[src/sv/msgr_div_pipe.sv]
// pipelined restoring divider, one quotient bit per stage, with sideband data
module msgr_div_pipe #(
  parameter int NUM_W  = 25,
  parameter int DEN_W  = 13,
  parameter int SIDE_W = 2
) (
  input  logic              clk,
  input  logic              rst,
  input  logic              advance,
  input  logic              in_valid,
  input  logic [NUM_W-1:0]  num,
  input  logic [DEN_W-1:0]  den,
  input  logic [SIDE_W-1:0] side,
  output logic              out_valid,
  output logic [NUM_W-1:0]  quot,
  output logic [SIDE_W-1:0] side_out
);

  logic              v   [NUM_W+1];
  logic [NUM_W-1:0]  n   [NUM_W+1];
  logic [DEN_W-1:0]  d   [NUM_W+1];
  logic [DEN_W-1:0]  rem [NUM_W+1];
  logic [NUM_W-1:0]  q   [NUM_W+1];
  logic [SIDE_W-1:0] sd  [NUM_W+1];

  assign v[0]   = in_valid;
  assign n[0]   = num;
  assign d[0]   = den;
  assign rem[0] = '0;
  assign q[0]   = '0;
  assign sd[0]  = side;

  for (genvar i = 0; i < NUM_W; i++) begin : g_stage
    logic [DEN_W:0] trial;
    logic           ge;
    logic [DEN_W:0] diff;

    // bring down the next numerator bit, msb first
    assign trial = {rem[i], n[i][NUM_W-1-i]};
    assign ge    = trial >= {1'b0, d[i]};
    assign diff  = trial - {1'b0, d[i]};

    always_ff @(posedge clk) begin
      if (rst) begin
        v[i+1] <= 1'b0;
      end else if (advance) begin
        v[i+1] <= v[i];
      end
    end

    always_ff @(posedge clk) begin
      if (advance) begin
        n[i+1]   <= n[i];
        d[i+1]   <= d[i];
        rem[i+1] <= ge ? diff[DEN_W-1:0] : trial[DEN_W-1:0];
        q[i+1]   <= {q[i][NUM_W-2:0], ge};
        sd[i+1]  <= sd[i];
      end
    end
  end

  assign out_valid = v[NUM_W];
  assign quot      = q[NUM_W];
  assign side_out  = sd[NUM_W];

endmodule

[config.mk]
export PLATFORM = sky130hd
export DESIGN_NAME = msgr_div_pipe
export DESIGN_NICKNAME = d
export VERILOG_FILES = /design/src/sv/msgr_div_pipe.sv
export SDC_FILE = /design/constraint.sdc
export NUM_CORES = 2
export LEC_CHECK = 0
export BUFFER_PORTS_ARGS = -buffer_cell sky130_fd_sc_hd__buf_2
export CAP_MARGIN = 20
export CORE_MARGIN = 10
export CORE_UTILIZATION = 50
export CTS_BUF_LIST = sky130_fd_sc_hd__clkbuf_4 sky130_fd_sc_hd__clkbuf_8 sky130_fd_sc_hd__clkbuf_16
export DETAILED_ROUTE_END_ITERATION = 8
export GPL_TIMING_DRIVEN = 0
export PLACE_DENSITY_LB_ADDON = 0.3
export SLEW_MARGIN = 20
export SYNTH_ARGS = -nofsm -noshare
export SYNTH_HDL_FRONTEND = slang
export SYNTH_SLANG_ARGS = --single-unit
[constraint.sdc]
create_clock -name clk -period 3.2 [get_ports clk]
set_clock_uncertainty 0.05 [all_clocks]
set_input_delay 0.32 -clock clk [delete_from_list [all_inputs] [get_ports clk]]
set_output_delay 0.32 -clock clk [all_outputs]
set_load 0.05 [all_outputs]
==> summary.md <==
| Metric | Value |
|---|---|
| First-pass GRT wire length | `158,000 microns` |
| Fillers | `9,187` |
| Sink Count | `1,324` |
| Tcrit/Tclk final | `0.957` |
| Final Hold Viols | `0` |
| Synthesized area | `0.0592 sq mm` |
| Die Y | `364 microns` |
| Placed cell area | `0.0618 sq mm` |
| Asr flop ratio synth | `0` |
| Post-synth EDFFs | `1,299` |
| Worst-path clk slew | `60 ps` |
| Clock Tree Buf Depth | `3` |
| Avg Cell Area, Syn | `14.6 sq um` |
| Layout cells sized above 1 | `0.134` |
| Fmax | `0.327 GHz` |
| Relative slew slack | `0.295` |
| Core ar. | `0.118 sq mm` |
| Area Overhead vs Synth | `13.6%` |
| Synth Register Bits | `1,324` |
| Global Route Usage Sum | `0.145` |
| DR iter-0 viols | `2,030` |
| PortBufs | `70` |
| Vias/cell | `5.32` |
| Htree depth | `4` |
| RePlAce Congestion | `0.875` |
| Drt drc | `0` |
| Netlist cell types | `82` |
| Drt wl/cell | `16.2 microns` |
| Post-Synthesis Cells | `4,045` |
| Final nets | `4,726` |
| Fin. max-slew vios | `0` |
| Initial antenna violation count | `0` |
| Synth area leaders | `edfxtp_1 (66%), ha_1 (6.6%), inv_1 (2.6%)` |
| HP Class | `in2reg` |
| Die width | `364 microns` |
| Placement Rows | `126` |
| Critical Path End Type | `flop` |
| Via count | `31.9k` |
| Sequential share of the synthesized area | `0.667` |
| CTS Root Cell | `clkbuf_16` |
| Startpoint Class | `flop` |
| Post-route cell area | `0.0673 sq mm` |
| Final wirelength | `96,900 microns` |
| Placed wire-length estimate | `65,100 microns` |
| Most common cell after layout, fill and taps aside | `edfxtp_1` |
| Vias in the first global route | `31.8k` |
| Area fraction of the dominant cell type after synthesis | `0.659` |
| Multi-input gate area | `0.0178 sq mm` |
| Hold_ws | `225 ps` |
| Synth warnings | `0` |
| Status | `completed` |
| Total CTS buffers | `146` |
| Number of I/O pins | `72` |
| Later-pin clock latency in the skew report | `750 ps` |
| DRT antenna net count | `0` |
| N_diodes | `0` |
| Slew @ Worst Pin | `1050 ps` |
| Min Tclk post-route | `3060 ps` |
| Max-cap violations | `0` |
| Worst Path Arrival | `3490 ps` |
| Mapped Nets | `4,426` |
| Initial core utilization | `0.503` |
| Overflow after GRT | `0` |
| Critical path peak fanout | `10` |
| Die area | `0.133 sq mm` |
| Data required time of the critical path | `3620 ps` |
| CTS tree | `yes` |
| First-pass detailed-route iteration total | `6` |
| Setup-failing EPs final | `0` |
| Critical path class | `reg2reg` |
| Cell Pwr Density | `905 mW/mm^2` |
| Post-synth top area cell | `edfxtp_1` |
| Leakage | `26.1 nW` |
| Post-synth top flop | `edfxtp_1` |
| Register area | `0.0395 sq mm` |
| Most frequent cells in the layout | `edfxtp_1 (1,299), inv_1 (409), ha_1 (314)` |
| Max IR drop VDD | `578 uV` |
| Largest net degree at the start of global routing | `146` |
[per-layer routing]
layer,up-vias,wire length [microns],GRT usage
li1,15792,-,-
met1,15380,42200,0.180
met2,505,48100,0.250
met3,190,3860,0.0292
met4,0,2770,0.0549
met5,-,0,0
[critical path: stages (launching register included)]
cell and delay (ps):
edfxtp_1 400, ha_1 250, fa_1 400, nor2b_1 130, o21ai_1 90, nand2_1 100
a41o_1 120, a21oi_1 120, o311ai_4 430, buf_4 300, mux2_2 400
[area by class of cell]
| type | instances | area share |
|---|---|---|
| multi-input combinational | 2227 | 0.265 |
| buffer | 79 | 0.00755 |
| tap | 1536 | 0.0286 |
| inverter | 413 | 0.0231 |
| sequential | 1324 | 0.587 |
| clock buffer | 186 | 0.0592 |
| clock inverter | 72 | 0.00951 |
| timing repair buffer | 154 | 0.0196 |
[flip-flops by register name, summed over array words and instances (netlist names)]
| signal | flops |
|---|---|
| g_stage.trial | 336 |
| d | 312 |
| q | 300 |
| n | 276 |
| sd | 48 |
| quot | 25 |
| v | 24 |
| side_out | 2 |
| out_valid | 1 |
[metrics by stage]
| stage | utilization | power (mW) | setup WS, ps | setup TNS [ps] | cells |
|---|---|---|---|---|---|
| detailed placement | 0.525 | 44.4 | -285 | -21830 | 5661 |
| floorplan | - | 39.8 | 373 | 0 | 4045 |
| global route | 0.571 | 64.7 | -28.9 | -63.3 | 5991 |
| finish | 0.571 | 60.8 | 139 | 0 | 5991 |
| global placement | 0.522 | 44.6 | -18550 | - | 5651 |
| CTS | 0.568 | 61.0 | 3.48 | 0 | 5966 |
[report_power, final]
group          internal, mW  leakage, nW  switching, mW
clock network          9.41         2.29           6.61
logic                  9.61         11.0           10.6
registers              23.3         12.9           1.37
[final timing paths]
kind         startpoint                    to  slack (ps)  cells past startpoint
min             num[21]                n[621]         220                      2
min reg2reg      n[253]                n[228]         360                      0
max reg2reg      d[208]  g_stage[10].trial[8]         140                     10
max              d[208]  g_stage[10].trial[8]         140                     10
[synthesized netlist by cell type (76+ instances only)]
cell type and count:
a21o_1 89, nand2_1 112, a21oi_1 185, mux2i_1 81, o21ai_0 107, o21a_1 76
ha_1 314, nor2_1 200, mux2_1 93, xor2_1 77, inv_1 409, edfxtp_1 1299
mux2_2 122, xnor2_1 103
[cell families after synthesis]
| group | after synthesis | share of synthesized area |
|---|---|---|
| simple gates | 666 | 0.0574 |
| mux | 296 | 0.0546 |
| fa+ha+maj | 337 | 0.0741 |
| compound gates | 748 | 0.0861 |
| buf+inv | 494 | 0.0341 |
| xor+xnor | 180 | 0.0266 |
| flops | 1324 | 0.667 |
[timing repair]
| action | in CTS | in global routing |
|---|---|---|
| cloned | 0 | 1 |
| resized for setup | 18 | 38 |
| endpoints found under the hold margin | 132 | 0 |
| endpoints found under the setup margin | 121 | 280 |
| pin swaps | 8 | 21 |
| hold buffers | 43 | 0 |
| buffers inserted | 4 | 26 |
Note: power is estimated with default switching activity, not from simulation.
