### src/sv/msgr_pkg.sv
// shared types and constants of the multi-stop gradient row color block
package msgr_pkg;

  localparam int MAX_STOPS_DEF = 4;
  localparam int FRAC_BITS_DEF = 12;
  localparam int ROW_BITS_DEF  = 12;

  localparam int COLOR_W      = 8;
  localparam int RGB_W        = 3 * COLOR_W;
  localparam int STOP_COUNT_W = 3;
  localparam int LINE_COUNT_W = 13;
  localparam int STATUS_W     = 2;

  // configuration register indexes
  localparam int REG_STOP_COUNT = 0;
  localparam int REG_LINE_COUNT = 1;
  localparam int REG_STOP_WORD0 = 2;

  typedef enum logic [STATUS_W-1:0] {
    STATUS_OK         = 2'd0,
    STATUS_NO_STOPS   = 2'd1,
    STATUS_DESCENDING = 2'd2,
    STATUS_RANGE      = 2'd3
  } status_t;

endpackage

### src/sv/msgr_seg_stage.sv
// segment selection stage: picks the stop pair and sets up the interpolation
module msgr_seg_stage #(
  parameter int MAX_STOPS = msgr_pkg::MAX_STOPS_DEF,
  parameter int FRAC_BITS = msgr_pkg::FRAC_BITS_DEF,
  parameter int CNT_W     = 3,
  localparam int SW       = FRAC_BITS + 25,
  localparam int PW       = FRAC_BITS + 1
) (
  input  logic                                      clk,
  input  logic                                      rst,
  input  logic                                      advance,
  input  logic                                      in_valid,
  input  logic [PW-1:0]                             p,
  input  msgr_pkg::status_t                         in_status,
  input  logic [CNT_W-1:0]                          stop_n,
  input  logic [MAX_STOPS-1:0][SW-1:0]              stop_word,
  output logic                                      valid,
  output msgr_pkg::status_t                         status,
  output logic [2:0][msgr_pkg::COLOR_W-1:0]         lo,
  output logic [2:0][msgr_pkg::COLOR_W-1:0]         mag,
  output logic [2:0]                                neg,
  output logic [PW-1:0]                             frac,
  output logic [PW-1:0]                             span
);

  localparam logic [PW-1:0] ONE = {1'b1, {FRAC_BITS{1'b0}}};

  logic [MAX_STOPS-1:0][PW-1:0]               pos;
  logic [MAX_STOPS-1:0][msgr_pkg::RGB_W-1:0]  rgb;
  logic [msgr_pkg::RGB_W-1:0]                 lo_rgb;
  logic [msgr_pkg::RGB_W-1:0]                 hi_rgb;
  logic [PW-1:0]                              s_pos;
  logic [PW-1:0]                              e_pos;
  logic                                       interp;
  logic [2:0][msgr_pkg::COLOR_W-1:0]          lo_next;
  logic [2:0][msgr_pkg::COLOR_W-1:0]          mag_next;
  logic [2:0]                                 neg_next;

  always_comb begin
    for (int i = 0; i < MAX_STOPS; i++) begin
      pos[i] = (stop_word[i][24 +: PW] > ONE) ? ONE : stop_word[i][24 +: PW];
      rgb[i] = stop_word[i][msgr_pkg::RGB_W-1:0];
    end
  end

  always_comb begin
    // past the last stop: color of the last stop in use
    lo_rgb = rgb[0];
    for (int i = 1; i < MAX_STOPS; i++) begin
      if (CNT_W'(i + 1) == stop_n) begin
        lo_rgb = rgb[i];
      end
    end
    hi_rgb = lo_rgb;
    s_pos  = '0;
    e_pos  = '0;
    interp = 1'b0;
    // downward so that the first stop above p wins
    for (int k = MAX_STOPS - 1; k >= 1; k--) begin
      if ((CNT_W'(k) < stop_n) && (p < pos[k])) begin
        lo_rgb = rgb[k-1];
        hi_rgb = rgb[k];
        s_pos  = pos[k-1];
        e_pos  = pos[k];
        interp = 1'b1;
      end
    end
    // below the first stop
    if ((stop_n != '0) && (p < pos[0])) begin
      lo_rgb = rgb[0];
      hi_rgb = rgb[0];
      interp = 1'b0;
    end
    for (int c = 0; c < 3; c++) begin
      lo_next[c]  = lo_rgb[16-8*c +: 8];
      neg_next[c] = hi_rgb[16-8*c +: 8] < lo_rgb[16-8*c +: 8];
      mag_next[c] = neg_next[c] ? (lo_rgb[16-8*c +: 8] - hi_rgb[16-8*c +: 8])
                                : (hi_rgb[16-8*c +: 8] - lo_rgb[16-8*c +: 8]);
    end
  end

  always_ff @(posedge clk) begin
    if (rst) begin
      valid <= 1'b0;
    end else if (advance) begin
      valid <= in_valid;
    end
  end

  always_ff @(posedge clk) begin
    if (advance) begin
      status <= in_status;
      lo     <= lo_next;
      mag    <= mag_next;
      neg    <= neg_next;
      // flat color: zero fraction over a span of one
      frac   <= interp ? (p - s_pos) : '0;
      span   <= interp ? (e_pos - s_pos) : PW'(1);
    end
  end

endmodule

### config.mk
export PLATFORM = sky130hd
export DESIGN_NAME = msgr_seg_stage
export DESIGN_NICKNAME = d
export VERILOG_FILES = /design/src/sv/msgr_pkg.sv /design/src/sv/msgr_seg_stage.sv
export SDC_FILE = /design/constraint.sdc
export NUM_CORES = 1
export LEC_CHECK = 0
export BUFFER_PORTS_ARGS = -buffer_cell sky130_fd_sc_hd__buf_2
export CAP_MARGIN = 40
export CORE_MARGIN = 2
export CORE_UTILIZATION = 30
export CTS_BUF_LIST = sky130_fd_sc_hd__clkbuf_16
export CTS_CLUSTER_DIAMETER = 60
export DETAILED_ROUTE_END_ITERATION = 10
export PLACE_DENSITY = 0.54
export SLEW_MARGIN = 5
export SYNTH_ARGS = -nofsm -noshare
export SYNTH_HDL_FRONTEND = slang
export SYNTH_SLANG_ARGS = --single-unit
### constraint.sdc
create_clock -name clk -period 12.6 [get_ports clk]
set_input_delay 2.52 -clock clk [delete_from_list [all_inputs] [get_ports clk]]
set_output_delay 2.52 -clock clk [all_outputs]
set_load 0.05 [all_outputs]
==> reports/metrics.cfg <==
[outcome]
status = finished clean

[die]
floorplan.die.width_um = 191.9
ioPinCount = 250
chipHeight_um = 191.9
floorplan.initialDensity_pct = 30.58
std_cell_rows = 68
core_region_area_um2 = 34630
floorplan.die_area_um2 = 36820

[timing]
unrepaired_setup_endpoints_after_global_routing = no
finalClockSkew_ps = 0
tns_ps = 0
final_period_minus_worst_setup_slack_ps = 8578
worst_max_slew_pin_slew_ps = 808.4
maxSlewHeadroom_pct = 45.92
slew_violations = 0
fin_crit_sh_pct = 68.08
achievable-frequency_mhz = 116.6
setup_violations = 0
final_hold_viol_count = 0

[yosys]
netlist.area_leader.share_pct = 22.40
synth_area_in_compound_gates_pct = 23.53
yosys-top-cells-area = edfxtp_1 (22%), ha_1 (15%), a21oi_1 (6.0%)
synth_enable_flop_cells = 79
synth.ff_latch_count = 80
synth.mux.area_fraction_pct = 14.96
synth_commonest_cells = nand2_1 (129), a21oi_1 (128), ha_1 (123), nor2_1 (116), o21ai_0 (82)
synth-xor-area-share_pct = 2.977
syn_area_per_cell_um2 = 8.418
async_reset_ff_share_pct = 0
synth-main-ff-cell = edfxtp_1
synth_simple_gate_area_share_pct = 14.91
net_count_after_synthesis = 1559
synth_top_family_by_area = compound AO/OA/AOI/OAI gates
synth_area_um2 = 10590
synthDominantAreaCellType = edfxtp_1
ys_seq_area_share_pct = 22.59
most_frequent_cell_after_synthesis = nand2_1
netlist-cell-type-count = 61
post_synth_adder_cell_area_pct = 16.04
syn-instance-count = 1258
yosys_warnings = 0

[routing]
antenna_violating_nets_post_route = 0
routed_wirelength_um = 34020
detailedRoute.firstPassIterationCount = 5
drc = 0
routed_wire_length_per_instance_um = 17.70
detail_route.iter0.violations = 593
detail_route.vias_per_cell = 5.231
dr_total_vias = 10054

[setup_path]
crit_path_max_fanout = 58
path_class = in2reg
critical-path-top-delay-family = compound AO/OA/AOI/OAI gates
timing.critical_path.slowest_stage_cell = o21a_4
cp-end-kind = flip-flop
worstPathArrival_ps = 8680
timing.critical_path.from_type = primary input
cp.required_ps = 12710
cp_num_buf_inv = 5
cp_slowest_stage_delay_ps = 680

[cells_and_area]
instances_no_fill = 1922
areaGrowthSynthToFinish_pct = 19.15
proportion_of_layout_cells_with_a_drive_suffix_above_1_pct = 27.86
num-fill-cells = 3626
fin_nets = 1757

[global_routing]
grt_first_pass_wirelength_um = 51470
total_track_usage_pct = 18.12
maximum_number_of_pins_on_one_net_before_global_route_repair = 59
number_of_antenna_violations_at_the_first_check_in_global_routing = 5
vias_in_the_first_global_route = 9422
grt.overflow.total = 0

[clocking]
cts-resized-gates = 0
clk_transition_reported_paths_ps = 70
tritoncts = done
cts_root_buf = clkbuf_16
hold_buffers = 0
cts_buffer_depth = 2
cts.sinks = 80
post-cts-setup-buffers = 0
cts_inserted_buffers = 9
clock_latency_ps = 350
number_of_levels_the_h_tree_was_split_into = 3

[power_and_ir_drop]
p_per_area_nw_per_um2 = 151.4
ir_drop_mv = 0.1006
total_leakage_power_nw = 5.584

[place]
port_buffers = 249
dp.final_hpwl_um = 27350
gpl.final_weighted_congestion = 0.9141
number_of_placed_cells_counting_well_taps = 1900

[min_path]
hold_path.class = reg2reg

[run]
cap_violations = 0

-- state kept, by name (all words and copies together), names as in the netlist --
register and flops:
lo 24, mag 24, frac 13, span 13, neg 3, status 2
valid 1
-- metal layers --
layer  vias to the layer above  routed length [µm]  GRT usage (%)
met5                         -                   0              0
met2                       268               15910          29.80
met4                         0                 688          5.947
li1                       5003                   -              -
met1                      4745               15730          24.30
met3                        38                1692          2.649
-- placed cells by master (no fill, tap or decap), types with 4 or more instances in the layout --
master / instances
nand3_1: 12
nor2_1: 115
xor2_1: 11
a311oi_1: 5
a21boi_0: 5
a21oi_1: 128
buf_4: 15
xnor2_1: 25
mux2_4: 40
o211ai_1: 9
bufinv_16: 4
nor2_2: 21
nand4_1: 13
o21bai_1: 6
o21a_1: 33
a21oi_2: 20
nand2_1: 128
a31oi_1: 8
edfxtp_1: 79
ha_1: 123
o21ai_0: 82
buf_2: 248
o21ai_1: 20
a21o_1: 19
mux2_2: 34
a211oi_1: 30
o22ai_1: 12
fa_1: 8
diode_2: 6
inv_1: 41
nand2b_1: 14
mux2i_1: 60
nor4_1: 4
nor2b_1: 19
clkbuf_16: 9
nor3_1: 17
or3_1: 4
-- cell families (layout without fill, tap and decap cells) --
family | Yosys count | after routing
AO/OA/AOI/OAI | 402 | 402
AND/OR/NAND/NOR | 355 | 355
multiplexers | 134 | 134
adder cells (fa/ha/maj) | 131 | 131
buffers and inverters | 120 | 323
flip-flops | 80 | 80
XOR/XNOR | 36 | 36
other | 0 | 6
-- metrics by stage --
| stage | power (mW) | utilization (%) | hold slack [ps] | cell area [µm²] | setup WS [ps] |
|---|---|---|---|---|---|
| after floorplan | 1.317 | - | 732.6 | 10590 | 4990 |
| after global placement | 1.570 | 35.11 | 470.8 | 12160 | 3778 |
| after detailed placement | 1.584 | 35.33 | 520.4 | 12240 | 3726 |
| after CTS | 1.926 | 36.40 | 535.5 | 12600 | 4085 |
| after global routing | 2.048 | 36.43 | 566.3 | 12620 | 3399 |
| final | 1.910 | 36.44 | 531.7 | 12620 | 4022 |
-- final cells by class --
cell class | instances | area, µm² | area share, %
multi-input cells | 1058 | 7704 | 61.05
well taps | 455 | 569.3 | 4.512
repair buffers | 266 | 1416 | 11.22
flip-flops and latches | 80 | 2392 | 18.96
inverters | 41 | 153.9 | 1.220
clock buffers | 9 | 225.2 | 1.785
clock inverters | 7 | 142.6 | 1.130
diodes | 6 | 15.01 | 0.1190
-- tightest hold or removal path, stage by stage (launching register included) --
cell and delay [ps]:
dfxtp_1 330, mux2i_1 70, nor2_1 90
-- worst paths after layout --
path                       start  endpoint  slack [ps]  depth (start not counted)
setup / recovery  stop_word[147]   mag[13]        4020                         27
hold / removal             valid     valid         530                          2
hold reg to reg            valid     valid         530                          2
setup reg to reg           valid     valid       12000                          2
-- power breakdown --
| group | leakage (nW) | internal [mW] | total [mW] | switching, mW |
|---|---|---|---|---|
| combinational | 4.63 | 0.423 | 1.16 | 0.740 |
| clock | 0.180 | 0.215 | 0.333 | 0.118 |
| sequential | 0.776 | 0.397 | 0.415 | 0.0179 |
(Power assumes the default switching activity.)
